**src/rtl/mscs_pkg.sv**
```systemverilog
// mscs_pkg: shared types and constants for the moduli subset cost selector
// no dependencies
`default_nettype none
package mscs_pkg;

    localparam logic [1:0] MODE_LOAD  = 2'd0;
    localparam logic [1:0] MODE_ONE   = 2'd1;
    localparam logic [1:0] MODE_TWO   = 2'd2;
    localparam logic [1:0] MODE_CLEAR = 2'd3;

    localparam logic [16:0] LN2_FIX           = 17'd45426;
    localparam logic [6:0]  ADD_WEIGHT        = 7'd100;
    localparam logic [7:0]  DROP_WEIGHT_RESET = 8'd20;
    localparam int          COST_W            = 18;
    localparam int          OUT_IDX_W         = 10;

    // datapath read phases
    typedef enum logic [1:0] {
        RD_NONE,
        RD_LOOK,
        RD_EVAL
    } rd_kind_t;

    // controller to datapath commands
    typedef struct packed {
        logic     load;
        logic     clear;
        logic     capture;
        logic     rd_en;
        rd_kind_t rd_kind;
        logic     reset_best;
        logic     set_ref;
        logic     tie_later;
        logic     emit;
    } dp_cmd_t;

endpackage
`default_nettype wire

```
**src/rtl/mscs_control.sv**
```systemverilog
// mscs_control: sequencer for load, clear, start search and scans
// depends on mscs_pkg
`default_nettype none
module mscs_control #(
    parameter int IDX_W = 10,
    parameter int CNT_W = 11
) (
    input  wire                 clk,
    input  wire                 rst_n,
    input  wire                 start,
    input  wire [1:0]           mode,
    input  wire                 search_upward,
    input  wire [CNT_W-1:0]     count,
    input  wire                 look_ge_low,
    input  wire                 eval_le_high,
    input  wire                 eval_in_up,
    input  wire                 eval_in_down,
    input  wire                 found,
    output mscs_pkg::dp_cmd_t   cmd,
    output logic [IDX_W-1:0]    rd_addr,
    output logic                busy,
    output logic                done
);
    import mscs_pkg::*;

    typedef enum logic [3:0] {
        S_IDLE, S_BS_RD, S_BS_WT, S_WIN_RD, S_WIN_WT,
        S_REF_RD, S_REF_WT, S_FB_RD, S_FB_WT, S_DONE
    } state_t;

    state_t           state_reg;
    logic [CNT_W-1:0] lo_reg, hi_reg, pos_reg, n_reg;
    logic             up_reg, busy_reg, done_reg;

    // commands decoded from state
    always_comb
    begin
        cmd = '0;
        cmd.rd_kind = RD_NONE;
        rd_addr = pos_reg[IDX_W-1:0];
        case (state_reg)
            S_IDLE:
            begin
                if (start)
                begin
                    cmd.load       = (mode == MODE_LOAD);
                    cmd.clear      = (mode == MODE_CLEAR);
                    cmd.capture    = 1'b1;
                    cmd.reset_best = 1'b1;
                    cmd.tie_later  = 1'b1;
                end
            end
            S_BS_RD:
            begin
                cmd.rd_en   = 1'b1;
                cmd.rd_kind = RD_LOOK;
            end
            S_WIN_RD, S_FB_RD:
            begin
                cmd.rd_en   = 1'b1;
                cmd.rd_kind = RD_EVAL;
            end
            S_WIN_WT:
                cmd.emit = eval_le_high;
            S_REF_RD:
                cmd.rd_en = 1'b1;
            S_REF_WT:
            begin
                cmd.set_ref    = 1'b1;
                cmd.tie_later  = 1'b0;
                cmd.reset_best = 1'b1;
            end
            S_FB_WT:
                cmd.emit = up_reg ? eval_in_up : eval_in_down;
            default:
                ;
        endcase
    end

    // sequencer
    always_ff @(posedge clk or negedge rst_n)
    begin
        if (!rst_n)
        begin
            state_reg <= S_IDLE;
            busy_reg  <= 1'b0;
            done_reg  <= 1'b0;
            lo_reg    <= '0;
            hi_reg    <= '0;
            pos_reg   <= '0;
            n_reg     <= '0;
            up_reg    <= 1'b0;
        end
        else
        begin
            done_reg <= 1'b0;
            case (state_reg)
                S_IDLE:
                begin
                    if (start && (mode == MODE_ONE || mode == MODE_TWO))
                    begin
                        n_reg     <= count;
                        lo_reg    <= '0;
                        hi_reg    <= count;
                        pos_reg   <= '0;
                        up_reg    <= search_upward;
                        busy_reg  <= 1'b1;
                        state_reg <= (count == '0) ? S_DONE : S_BS_RD;
                    end
                end
                S_BS_RD:
                    state_reg <= S_BS_WT;
                // window start: first entry from index 0 at or above low
                S_BS_WT:
                begin
                    if (look_ge_low)
                    begin
                        hi_reg    <= pos_reg;
                        state_reg <= S_WIN_RD;
                    end
                    else if (pos_reg + 1'b1 == n_reg)
                    begin
                        pos_reg   <= n_reg;
                        hi_reg    <= n_reg;
                        state_reg <= S_REF_RD;
                    end
                    else
                    begin
                        pos_reg   <= pos_reg + 1'b1;
                        state_reg <= S_BS_RD;
                    end
                end
                S_WIN_RD:
                    state_reg <= S_WIN_WT;
                S_WIN_WT:
                begin
                    if (eval_le_high)
                    begin
                        pos_reg   <= pos_reg + 1'b1;
                        lo_reg    <= pos_reg;
                        state_reg <= (pos_reg + 1'b1 == n_reg) ? S_DONE : S_WIN_RD;
                    end
                    else
                    begin
                        lo_reg    <= pos_reg;
                        state_reg <= found ? S_DONE : S_REF_RD;
                    end
                end
                // fallback reference entry; window scan stop or start-1
                S_REF_RD:
                begin
                    if (found)
                        state_reg <= S_DONE;
                    else if (up_reg)
                    begin
                        if (pos_reg == n_reg)
                            state_reg <= S_DONE;
                        else
                            state_reg <= S_REF_WT;
                    end
                    else if (hi_reg == '0)
                        state_reg <= S_DONE;
                    else
                    begin
                        pos_reg   <= hi_reg - 1'b1;
                        state_reg <= S_REF_RD;
                        hi_reg    <= '0;
                        lo_reg    <= {CNT_W{1'b1}};
                    end
                end
                S_REF_WT:
                    state_reg <= S_FB_RD;
                S_FB_RD:
                    state_reg <= S_FB_WT;
                S_FB_WT:
                begin
                    if (up_reg ? eval_in_up : eval_in_down)
                    begin
                        if (up_reg)
                        begin
                            pos_reg   <= pos_reg + 1'b1;
                            state_reg <= (pos_reg + 1'b1 == n_reg) ? S_DONE : S_FB_RD;
                        end
                        else
                        begin
                            pos_reg   <= pos_reg - 1'b1;
                            state_reg <= (pos_reg == '0) ? S_DONE : S_FB_RD;
                        end
                    end
                    else
                        state_reg <= S_DONE;
                end
                S_DONE:
                begin
                    done_reg  <= 1'b1;
                    busy_reg  <= 1'b0;
                    state_reg <= S_IDLE;
                end
                default:
                    state_reg <= S_IDLE;
            endcase
            // downward: once start-1 is chosen, read it as reference next
            if (state_reg == S_REF_RD && !found && !up_reg && hi_reg != '0)
                state_reg <= S_REF_RD;
            if (state_reg == S_REF_RD && !found && !up_reg && hi_reg == '0
                && lo_reg == {CNT_W{1'b1}})
                state_reg <= S_REF_WT;
        end
    end

    assign busy = busy_reg;
    assign done = done_reg;

endmodule
`default_nettype wire

```
**config.mk**
```make
export PLATFORM = sky130hd
export DESIGN_NAME = mscs_control
export DESIGN_NICKNAME = d
export VERILOG_FILES = /design/src/rtl/mscs_pkg.sv /design/src/rtl/mscs_control.sv
export SDC_FILE = /design/constraint.sdc
export NUM_CORES = 1
export LEC_CHECK = 0
export ABC_AREA = 1
export BUFFER_PORTS_ARGS = -buffer_cell sky130_fd_sc_hd__clkbuf_2
export CORE_MARGIN = 2
export CORE_UTILIZATION = 49
export DETAILED_ROUTE_END_ITERATION = 12
export HOLD_SLACK_MARGIN = 0.15
export MAX_ROUTING_LAYER = met4
export PLACE_DENSITY_LB_ADDON = 0.12
export SLEW_MARGIN = 10
export SYNTH_ARGS = -nofsm -noshare
export SYNTH_HDL_FRONTEND = slang
export SYNTH_SLANG_ARGS = --single-unit
```
**constraint.sdc**
```tcl
create_clock -name clk -period 2.3 [get_ports clk]
set_input_delay 0 -clock clk [delete_from_list [all_inputs] [get_ports clk]]
set_output_delay 0 -clock clk [all_outputs]
set_load 0.01 [all_outputs]
```
==> results.md, run 1 <==
* Status: completed
* Iter 0 DRT Violations at 384
* Die Y at about 95 um
* N_diodes at 0
* Final std cells w/o fill at 790
* Synthesis warning total at 0
* CTS tree: yes
* Vias in the first global route at 4114
* Worst R2R Setup Slack at about 0.11 ns
* Yosys cell types at 39
* Clock transition at path regs at around 0.11 ns
* Worst setup EP type: register
* Final core utilization at 60.3%
* Antenna Nets Post-Route at 0
* Total core area at between 8000 and 9000 sq um
* Xor and xnor area share after synthesis at 3.86%
* Root Buffer: clkbuf_8
* Ys async rst share at 100%
* Ports at 44
* Fraction of the mapped netlist area in adder cells at 2.14%
* Crit Path Category: reg -> reg
* Tcrit/Tclk final at 95.3%
* First-pass GRT wire length at approximately 21000 um
* Max-slew headroom at 59.7%
* # port buffers at 43
* H-tree depth at 2
* Register area at 1280 sq um
* Wirelength, routed at 13700 um
* Leakage Power at 2.47 nW
* DIE WIDTH at 95.3 um
* Max Cap Violations at 0
* Site row count at 33
* Post-Syn Instances at slightly above 600
* Synth Area in Compound Gates at 15.2%
* Initial Utilization at about half
* Minimum clock period at 2.19 ns
* TritonCTS Sinks at between 50 and 60
* Final Instance Area at roughly 5000 sq um
* Cts bufs inserted at 5
* DRC at 0
* Power density over cell area at 1440 nW/um^2
* Worst Path Max Fanout at 10
* RePlAce Congestion at 1.00
* Via Count at between 4000 and 5000
* Final setup fails at 0
* Max-slew violations at 0
* Worst VDD drop at 0.000657 V
* Layout net count at 713
* Avg Cell Area, Syn at 6.73 sq um
* Synthesis-stage register bit count at 51
* Worst-case clock buffer depth at 2
* Drt wl/cell at 17.3 um
* Sequential fraction of the synthesis area at 31.2%
* Post-synth EDFFs at 0
* Cells after DPL at 766
* Dpl hpwl at about 11000 um
* Largest net degree at the start of global routing at 29
* Total track usage at between 30% and 40%
* Placed inst area at 4550 sq um
* Final Hold Violating Endpoints at 0
* Worst EP required at 2.56 ns
* Clock latency on the worst-skew pair at 0.32 ns
* Worst Skew at 0.00579 ns
* DIE AREA at approximately 9100 sq um
* Cell Area, Synth at 4090 sq um
* Ys flop type: dfrtp_1
* Via density at 5.60
* Fillers at 771
* Worst setup SP type: register
* Multi-input gate area at 2430 sq um
* First drt pass iteration count at 6
* Largest family of logic cells by synthesized area: simple AND/OR/NAND/NOR gates
* GRT overflow at 0
* Syn Nets at 636
* P&R area growth vs syn at 19.9%
* Hold Path Class: in -> reg
* Initial antenna violation count at 0
* Actual slew at the worst max-slew pin at between 0.6 and 0.7 ns
* Crit path arrival time at approximately 2.5 ns
* Fmax at 456 MHz
* Setup TNS at 0 ns
* Simple-Gate Fraction of Synth Area at 35.9%
* Layout cell share with drive strength beyond 1 at 21.2%
* Post-synthesis mux area share at 0.827%
[Yosys cell counts (all sizes together) (6+ instances only)]
cell      n  area, sq um
clkbuf    7         26.3
nand2   162          631
ha        7         87.6
buf      22          153
a21oi    26          138
inv      67          251
nand3    58          320
o21ai    61          317
xor2     15          131
nor2     66          294
o221ai   11         96.3
nor3     16          101
dfrtp    51         1280
nand4    10         62.6
o211ai    6         45.0
[path summary, 6_finish.rpt]
check                               endpoint          from  cells after the start
max in group asynchronous         pos_reg[2]         rst_n                      3
worst min-delay path            state_reg[3]  eval_le_high                      7
min in group asynchronous          lo_reg[3]         rst_n                      3
worst max register to register     hi_reg[9]  state_reg[2]                     10
worst max-delay path               hi_reg[9]  state_reg[2]                     10
worst min register to register     hi_reg[1]     hi_reg[1]                      2
[per-layer routing]
layer | GRT usage, % | part of all wire (%) | vias to the layer above
li1 | - | - | 2158
met1 | 43.0 | 42 | 2027
met2 | 50.6 | 46 | 211
met3 | 3.32 | 8.1 | 30
met4 | 13.6 | 4.3 | 0
met5 | - | 0 | -
[critical path, cell delays in order, from the launching register on]
cell	delay, ns
dfrtp_1	0.45
nor2_1	0.18
inv_1	0.13
nor3_4	0.17
inv_2	0.06
buf_4	0.19
nor2_2	0.17
clkinvlp_4	0.25
o221ai_1	0.32
nand3_1	0.12
nand2_1	0.10
[what timing repair did]
| action | 4_1_cts | 5_1_grt |
|---|---|---|
| endpoints found under the setup margin | 11 | 23 |
| pin swaps | 0 | 3 |
| gates resized for setup | 2 | 16 |
| setup buffers | 0 | 2 |
| endpoints found under the hold margin | 75 | 0 |
| gates cloned | 0 | 0 |
| hold buffers | 14 | 0 |
[power by group]
part	internal (W)	leakage [nW]	switching (W)
clock network	0.000325	0.0581	0.000346
registers	0.00131	0.642	0.000486
logic	0.00163	1.77	0.00296
[layout by cell type (no fill, tap or decap), types with 4 or more instances in the layout]
master and count:
nor4_1 4, clkbuf_2 43, nand4_1 10, o21ai_0 49, dfrtp_1 48, a21oi_1 24, clkbuf_8 5, nand3_1 52
o21ai_1 11, xor2_1 15, nand3_2 5, o221ai_1 10, nand2_1 154, inv_1 58, inv_2 9, nor3_1 12
nor2_2 9, dlygate4sd3_1 14, o211ai_1 6, ha_1 5, nor2_1 54, nand2_2 5, buf_4 40
[cells by family after synthesis]
| group | count (synthesis) |
|---|---|
| DFF | 51 |
| adders and majority gates | 7 |
| buffers and inverters | 99 |
| AOI/OAI and AO/OA | 108 |
| xor gates and xnor gates | 18 |
| and+or+nand+nor | 321 |
| muxes | 3 |
[through the flow]
stage	setup WS, ns	total power, W	hold WS (ns)
after global placement	-0.0330	0.00612	0.0222
after global routing	-0.0155	0.00765	0.224
after CTS	0.0164	0.00686	0.185
final	0.109	0.00706	0.192
after floorplan	0.273	0.00480	-0.296
after detailed placement	-0.00564	0.00617	0.0301
[cell type report]
cell class | count | share of cell area, %
clock buffers | 5 | 1.40
clock inverters | 3 | 0.894
inverters | 70 | 5.44
multi-input cells | 457 | 49.6
flip-flops and latches | 51 | 26.1
well taps | 105 | 2.68
repair buffers | 99 | 13.8
Note: power is estimated with default switching activity, not from simulation.
==> run 2, diff against run 1 <==
Settings changed: CELL_PAD_IN_SITES_DETAIL_PLACEMENT set to 1, CELL_PAD_IN_SITES_GLOBAL_PLACEMENT set to 2, CORE_UTILIZATION 49 to 33, SETUP_SLACK_MARGIN set to 0.2.
==> run 2 against run 1 <==
Effect of this change: maximum frequency grew 4.2%; hold slack gained 0.036 ns; critical path depth grew 4; sequential share of layout area shrank 1.9 points; wire length grew 19%; sequential power grew 3%; register-to-register slack gained 0.09 ns; worst setup slack gained 0.089 ns; global-route usage shrank 6.8 points; largest cell class unchanged; highest routed layer unchanged.
==> results.md, run 2 (synthesis results as in run 1) <==
* Fmax at 476 MHz (+4.2%)
* Worst slack, placed at -0.0836 ns (-0.0780 ns)
* Max Cap Violations at 0 (unchanged)
* Layout net count at 726 (+1.8%)
* Met3 usage at 2.79% (-0.53 points)
* Tcrit/Tclk final at 91.4% (-3.9 points)
* Tot Pwr at 0.00805 W (+14%)
* Total track usage at 25.6% (-6.8 points)
* Crit path buffers/inverters at 3 (-1)
* P&R area growth vs syn at 29.8%
* Vias in the first global route at 4629 (+13%)
* Worst setup SP type: register
* Drt wl/cell at 18.8 um (+8.8%)
* # port buffers at 43 (unchanged)
* First drt pass iteration count at 5 (-1)
* First-pass GRT wire length at 24900 um (+17%)
* Final setup fails at 0 (unchanged)
* Fillers at 1545 (+100%)
* Cts bufs inserted at 5 (unchanged)
* Via density at 5.19 (-7.4%)
* RSZ-0062 raised after global routing: yes
* Dpl hpwl at 12600 um (+19%)
* Critical-path cell list: buf_4 -> buf_4 -> nand2_1 -> nand2_2 -> nor2_2 -> nand2_1 -> nor2_2 -> nand3_2 -> nor2_4 -> nand3_4 -> nand2_8 -> buf_8 -> nand3_2 -> nand2_1
* Met1 Use GR at 31.6% (-11 points)
* Max-slew violations at 0 (unchanged)
* Register area at 1280 sq um (+0.20%)
* Critical Path Max Stage Delay at 0.46 ns (about the same)
* Status: completed
* RePlAce Congestion at 0.916 (-8.5%)
* Worst-case clock buffer depth at 2 (unchanged)
* Worst VDD drop at 0.000493 V (-25%)
* CTS tree: yes
* Worst path slowest cell: dfrtp_2
* Total core area at 12100 sq um (+48%)
* Crit path arrival time at 2.34 ns (-0.11 ns)
* TritonCTS Sinks at 51 (unchanged)
* Minimum clock period at 2.10 ns (-0.0892 ns)
* Max-slew headroom at 51.2% (-8.4 points)
* Most frequent cells in the layout: nand2_1, inv_1, nor2_1, o21ai_0, buf_4
* Largest net degree at the start of global routing at 28 (-3.4%)
* Clock latency on the worst-skew pair at 0.30 ns (-0.02 ns)
* GRT overflow at 0 (unchanged)
* Layout cell share with drive strength beyond 1 at 27.3% (+6.1 points)
* Most common cell after layout, fill and taps aside: nand2_1
* Final Hold Violating Endpoints at 0 (unchanged)
* DRC at 0 (unchanged)
* GR Layer Usage met2 at 44.0% (-6.6 points)
* Clock transition at path regs at 0.07 ns (-0.04 ns)
* Site row count at 40 (+21%)
* Worst Skew at 0.00438 ns (-0.00141 ns)
* DIE AREA at 13300 sq um (+46%)
* N_diodes at 0 (unchanged)
* Die Y at 115 um (+21%)
* DIE WIDTH at 115 um (+21%)
* H-tree depth at 2 (unchanged)
* GRT Max-Usage Layer: met2
* Wirelength, routed at 16300 um (+19%)
* Worst Path Max Fanout at 6 (-4)
* Ports at 44 (unchanged)
* Power density over cell area at 1520 nW/um^2 (+5.3%)
* CP most frequent cell: nand2_1
* Worst setup EP type: register
* Via Count at 4486 (+1.4%)
* Iter 0 DRT Violations at 269 (-30%)
* Initial antenna violation count at 0 (unchanged)
* Hold Path Class: in -> reg
* Root Buffer: clkbuf_16
* Worst Setup Slack, final at 0.198 ns (+0.0892 ns)
* Antenna Nets Post-Route at 0 (unchanged)
* Actual slew at the worst max-slew pin at 0.731 ns (+0.128 ns)
* Multi-input gate area at 2590 sq um (+6.5%)
* Cell class contributing the biggest share of worst-path delay: simple AND/OR/NAND/NOR gates
* Crit Path Category: reg -> reg
* Worst EP required at 2.54 ns (-0.02 ns)
* Initial Utilization at 33.9% (-16 points)
* Leakage Power at 2.59 nW (+4.9%)
## run 2: changes by cell type in the layout (fill, tap and decap cells not counted), moves of 4 or more
cell / delta
nor2_4: +4
nor2_1: -4
clkbuf_8: -5
inv_1: -5
nand2_2: +11
nand2_1: -11
nand3_1: -11
buf_4: +8
clkbuf_16: +5
nand3_2: +11
inv_2: +5
## run 2: stage by stage
step,area (sq um),hold WS (ns),instances,utilization [%],TNS (ns)
finish,5310,0.228,865,44.0,0
global route,5310,0.295,865,44.0,0
CTS,5110,0.214,858,42.4,0
detailed placement,4660,0.0913,832,38.6,-0.786
global placement,4660,0.0931,832,38.6,-0.0191
floorplan,4090,-0.296,607,-,0
## run 2: path summary, 6_finish.rpt
check	start	endpoint	slack, ns	depth (start not counted)
min	found	state_reg[2]	0.23	6
min in group asynchronous	rst_n	lo_reg[1]	0.29	2
max reg2reg	pos_reg[0]	hi_reg[6]	0.20	14
min reg2reg	hi_reg[1]	hi_reg[1]	0.50	2
max in group asynchronous	rst_n	pos_reg[2]	1.29	3
max	pos_reg[0]	hi_reg[6]	0.20	14
## run 2: final cells by class
cell class | instances | share of cell area (%)
clock buffer | 5 | 2.36
clock inverter | 2 | 0.708
inverter | 70 | 5.00
multi-input combinational | 459 | 48.8
sequential | 51 | 24.2
tap | 168 | 3.96
timing repair buffer | 110 | 15.0
## run 2: worst min-delay path, delay by kind of cell
family | cells | cell delay [ns]
AND/OR/NAND/NOR | 4 | 0.26
buffers and inverters | 2 | 0.22
## run 2: power breakdown
part	switching (W)	total, W	internal [W]
clock	0.000365	0.000874	0.000509
combinational	0.00334	0.00532	0.00198
sequential	0.000535	0.00185	0.00132
## run 2: layer usage
layer	vias up	part of all wire (%)
met5	-	0
met4	0	2.6
met3	23	3.6
met2	87	50
met1	2209	43
li1	2167	-
## run 2: what timing repair did
item / 4_1_cts / 5_1_grt
setup buffers: 4 / 5
endpoints found under the hold margin: 46 / 0
hold buffers: 14 / 0
cloned: 1 / 2
pin swaps: 13 / 17
setup endpoints to repair: 26 / 37
resized for setup: 32 / 31
==> run 3, diff against run 2 <==
==> constraint.sdc (replaced) <==
create_clock -name clk -period 2.3 [get_ports clk]
set_input_delay 0.23 -clock clk [delete_from_list [all_inputs] [get_ports clk]]
set_output_delay 0.23 -clock clk [all_outputs]
set_load 0.01 [all_outputs]
==> run 3 against run 2 <==
Effect of this change: final cell count is 1.6% lower; clock skew is 0.0051 ns higher; critical path type unchanged; maximum frequency is 0.23% higher; flip-flop and latch count stayed put; largest power group unchanged; sequential share of layout area is 0.76 points higher; count of clock-buffer cells in the layout stayed put; largest cell class unchanged.
==> results.md, run 3 (synthesis results as in run 1) <==
* Worst Path Max Fanout at 5 (-1)
* Layout net count at 710 (-2.2%)
* Hold endpoint: up_reg
* Most frequent cells in the layout: nand2_1, inv_1, nor2_1, o21ai_0, buf_4
* Hold Path Class: in -> reg
* Reg2reg path depth at 12 (-2)
* Fmax at 477 MHz (+0.23%)
* DIE AREA at 13300 sq um (unchanged)
* Worst-case clock buffer depth at 2 (unchanged)
* Minimum clock period at 2.10 ns (-0.00483 ns)
* CTS tree: yes
* Layout cell share with drive strength beyond 1 at 27.1% (-0.13 points)
* Worst r2r src: pos_reg[1]
* Power density over cell area at 1540 nW/um^2 (+1.5%)
* Placed inst area at 4660 sq um (+0.11%)
* Max-slew headroom at 48.8% (-2.5 points)
* Max-slew violations at 0 (unchanged)
* Actual slew at the worst max-slew pin at 0.768 ns (+0.0368 ns)
* TritonCTS Sinks at 51 (unchanged)
* Iter 0 DRT Violations at 207 (-23%)
* H-tree depth at 2 (unchanged)
* Combinational share of power at 66.6% (+0.5 points)
* Max Cap Violations at 0 (unchanged)
* RSZ-0062 raised after global routing: yes
* Worst EP required at 2.49 ns (-0.05 ns)
* First drt pass iteration count at 4 (-1)
* Antenna Nets Post-Route at 0 (unchanged)
* Crit Path Category: reg -> reg
* HP Start: search_upward
* Dpl hpwl at 12600 um (+0.38%)
* Crit path launch: pos_reg[1]
* RePlAce Congestion at 0.896 (-2.2%)
* Via Count at 4431 (-1.2%)
* GRT overflow at 0 (unchanged)
* DRC at 0 (unchanged)
* Internal power at 0.00369 W (-3.1%)
* Total track usage at 25.3% (-0.29 points)
* Tcrit/Tclk final at 91.2% (-0.21 points)
* Vias in the first global route at 4560 (-1.5%)
* Worst R2R Setup Slack at 0.20 ns (about the same)
* First-pass GRT wire length at 24500 um (-1.7%)
* Largest net degree at the start of global routing at 28 (unchanged)
* Ports at 44 (unchanged)
* Initial Utilization at 33.9% (unchanged)
* Drt wl/cell at 18.8 um (about the same)
* Seq pwr share at 23.2% (+0.2 points)
* Worst setup EP type: register
* Final Instance Area at 5150 sq um (-2.9%)
* Via density at 5.21 (+0.40%)
* Hold depth at 3 (-3)
* Sw frac at 53.5% (+0.84 points)
* Fillers at 1546 (+0.065%)
* Die Y at 115 um (unchanged)
* Worst Skew at 0.00948 ns (+0.00510 ns)
* Cts bufs inserted at 5 (unchanged)
* Clock transition at path regs at 0.08 ns (about the same)
* Clock latency on the worst-skew pair at 0.31 ns (about the same)
* Most common cell after layout, fill and taps aside: nand2_1
* Worst VDD drop at 0.000742 V (+50%)
* # port buffers at 43 (unchanged)
* Wirelength, routed at 16000 um (-1.6%)
* Final Hold Violating Endpoints at 0 (unchanged)
* Setup TNS at 0 ns (unchanged)
* Initial antenna violation count at 1 (+1)
* Total core area at 12100 sq um (unchanged)
* Site row count at 40 (unchanged)
* Leakage Power at 2.53 nW (-2.4%)
* Status: completed
* Psw at 0.00425 W (+0.20%)
* Crit path arrival time at 2.29 ns (-0.05 ns)
* Final setup fails at 0 (unchanged)
* Multi-input gate area at 2590 sq um (-0.19%)
* Register area at 1280 sq um (+0.19%)
* P&R area growth vs syn at 26.1%
* Root Buffer: clkbuf_16
* Crit Reg-Reg Endpoint: pos_reg[9]
* DIE WIDTH at 115 um (unchanged)
* Worst setup SP type: register
* Clk pwr share at 10.2% (-0.7 points)
-- run 3: area by class of cell --
type	instances	area share, %
timing repair buffer	95	12.7
sequential	51	24.9
multi-input combinational	458	50.2
clock buffer	5	2.43
clock inverter	3	0.437
tap	168	4.08
inverter	70	5.15
antenna	1	0.0486
-- run 3: power groups by stage --
stage / clock network, W / registers (W) / logic (W)
final: 0.000811 / 0.00184 / 0.00528
after global routing: 0.000855 / 0.00191 / 0.00583
after CTS: 0.000819 / 0.00183 / 0.00483
after detailed placement: 0 / 0.00182 / 0.00457
after global placement: 0 / 0.00180 / 0.00447
after floorplan: 0 / 0.00164 / 0.00316
-- run 3: worst max path at each step --
stage                             to
after global routing       hi_reg[3]
after global placement     hi_reg[5]
after CTS                  hi_reg[7]
after floorplan            hi_reg[5]
after detailed placement   hi_reg[7]
final                     pos_reg[9]
-- run 3: stage by stage --
step	total power (W)	setup WS, ns	cells	utilization, %	hold WS, ns
6_report	0.00794	0.203	851	42.7	0.183
3_3_place_gp	0.00627	-0.0213	831	38.6	0.324
2_1_floorplan	0.00480	0.273	607	-	-0.0656
4_1_cts	0.00747	0.154	845	41.2	0.191
3_5_place_dp	0.00639	-0.0875	831	38.6	0.328
5_1_grt	0.00859	0.108	851	42.7	0.211
-- run 3: layer usage --
metal / part of all wire (%) / wire, um / GRT usage (%)
met1: 44 / 6990 / 31.4
met2: 50 / 8030 / 42.9
met3: 3.6 / 572 / 3.58
met4: 2.7 / 427 / 7.63
met5: 0 / 0 / -
-- run 3: timing repair --
action | in CTS | in global routing
setup buffers | 4 | 4
hold buffers | 1 | 0
gates resized for setup | 33 | 29
setup endpoints to repair | 26 | 37
cloned | 1 | 1
pin swaps | 18 | 15
endpoints found under the hold margin | 24 | 0
-- run 3: worst max-delay path: stages, from the launching register on --
cell	delay [ns]
dfrtp_1	0.43
buf_4	0.17
nor2_1	0.15
nand2_1	0.09
nor3_1	0.18
buf_4	0.19
nand2_1	0.06
nand2_1	0.07
nand3_1	0.07
nand3_1	0.14
o21ai_1	0.15
o21ai_0	0.18
o21ai_0	0.11
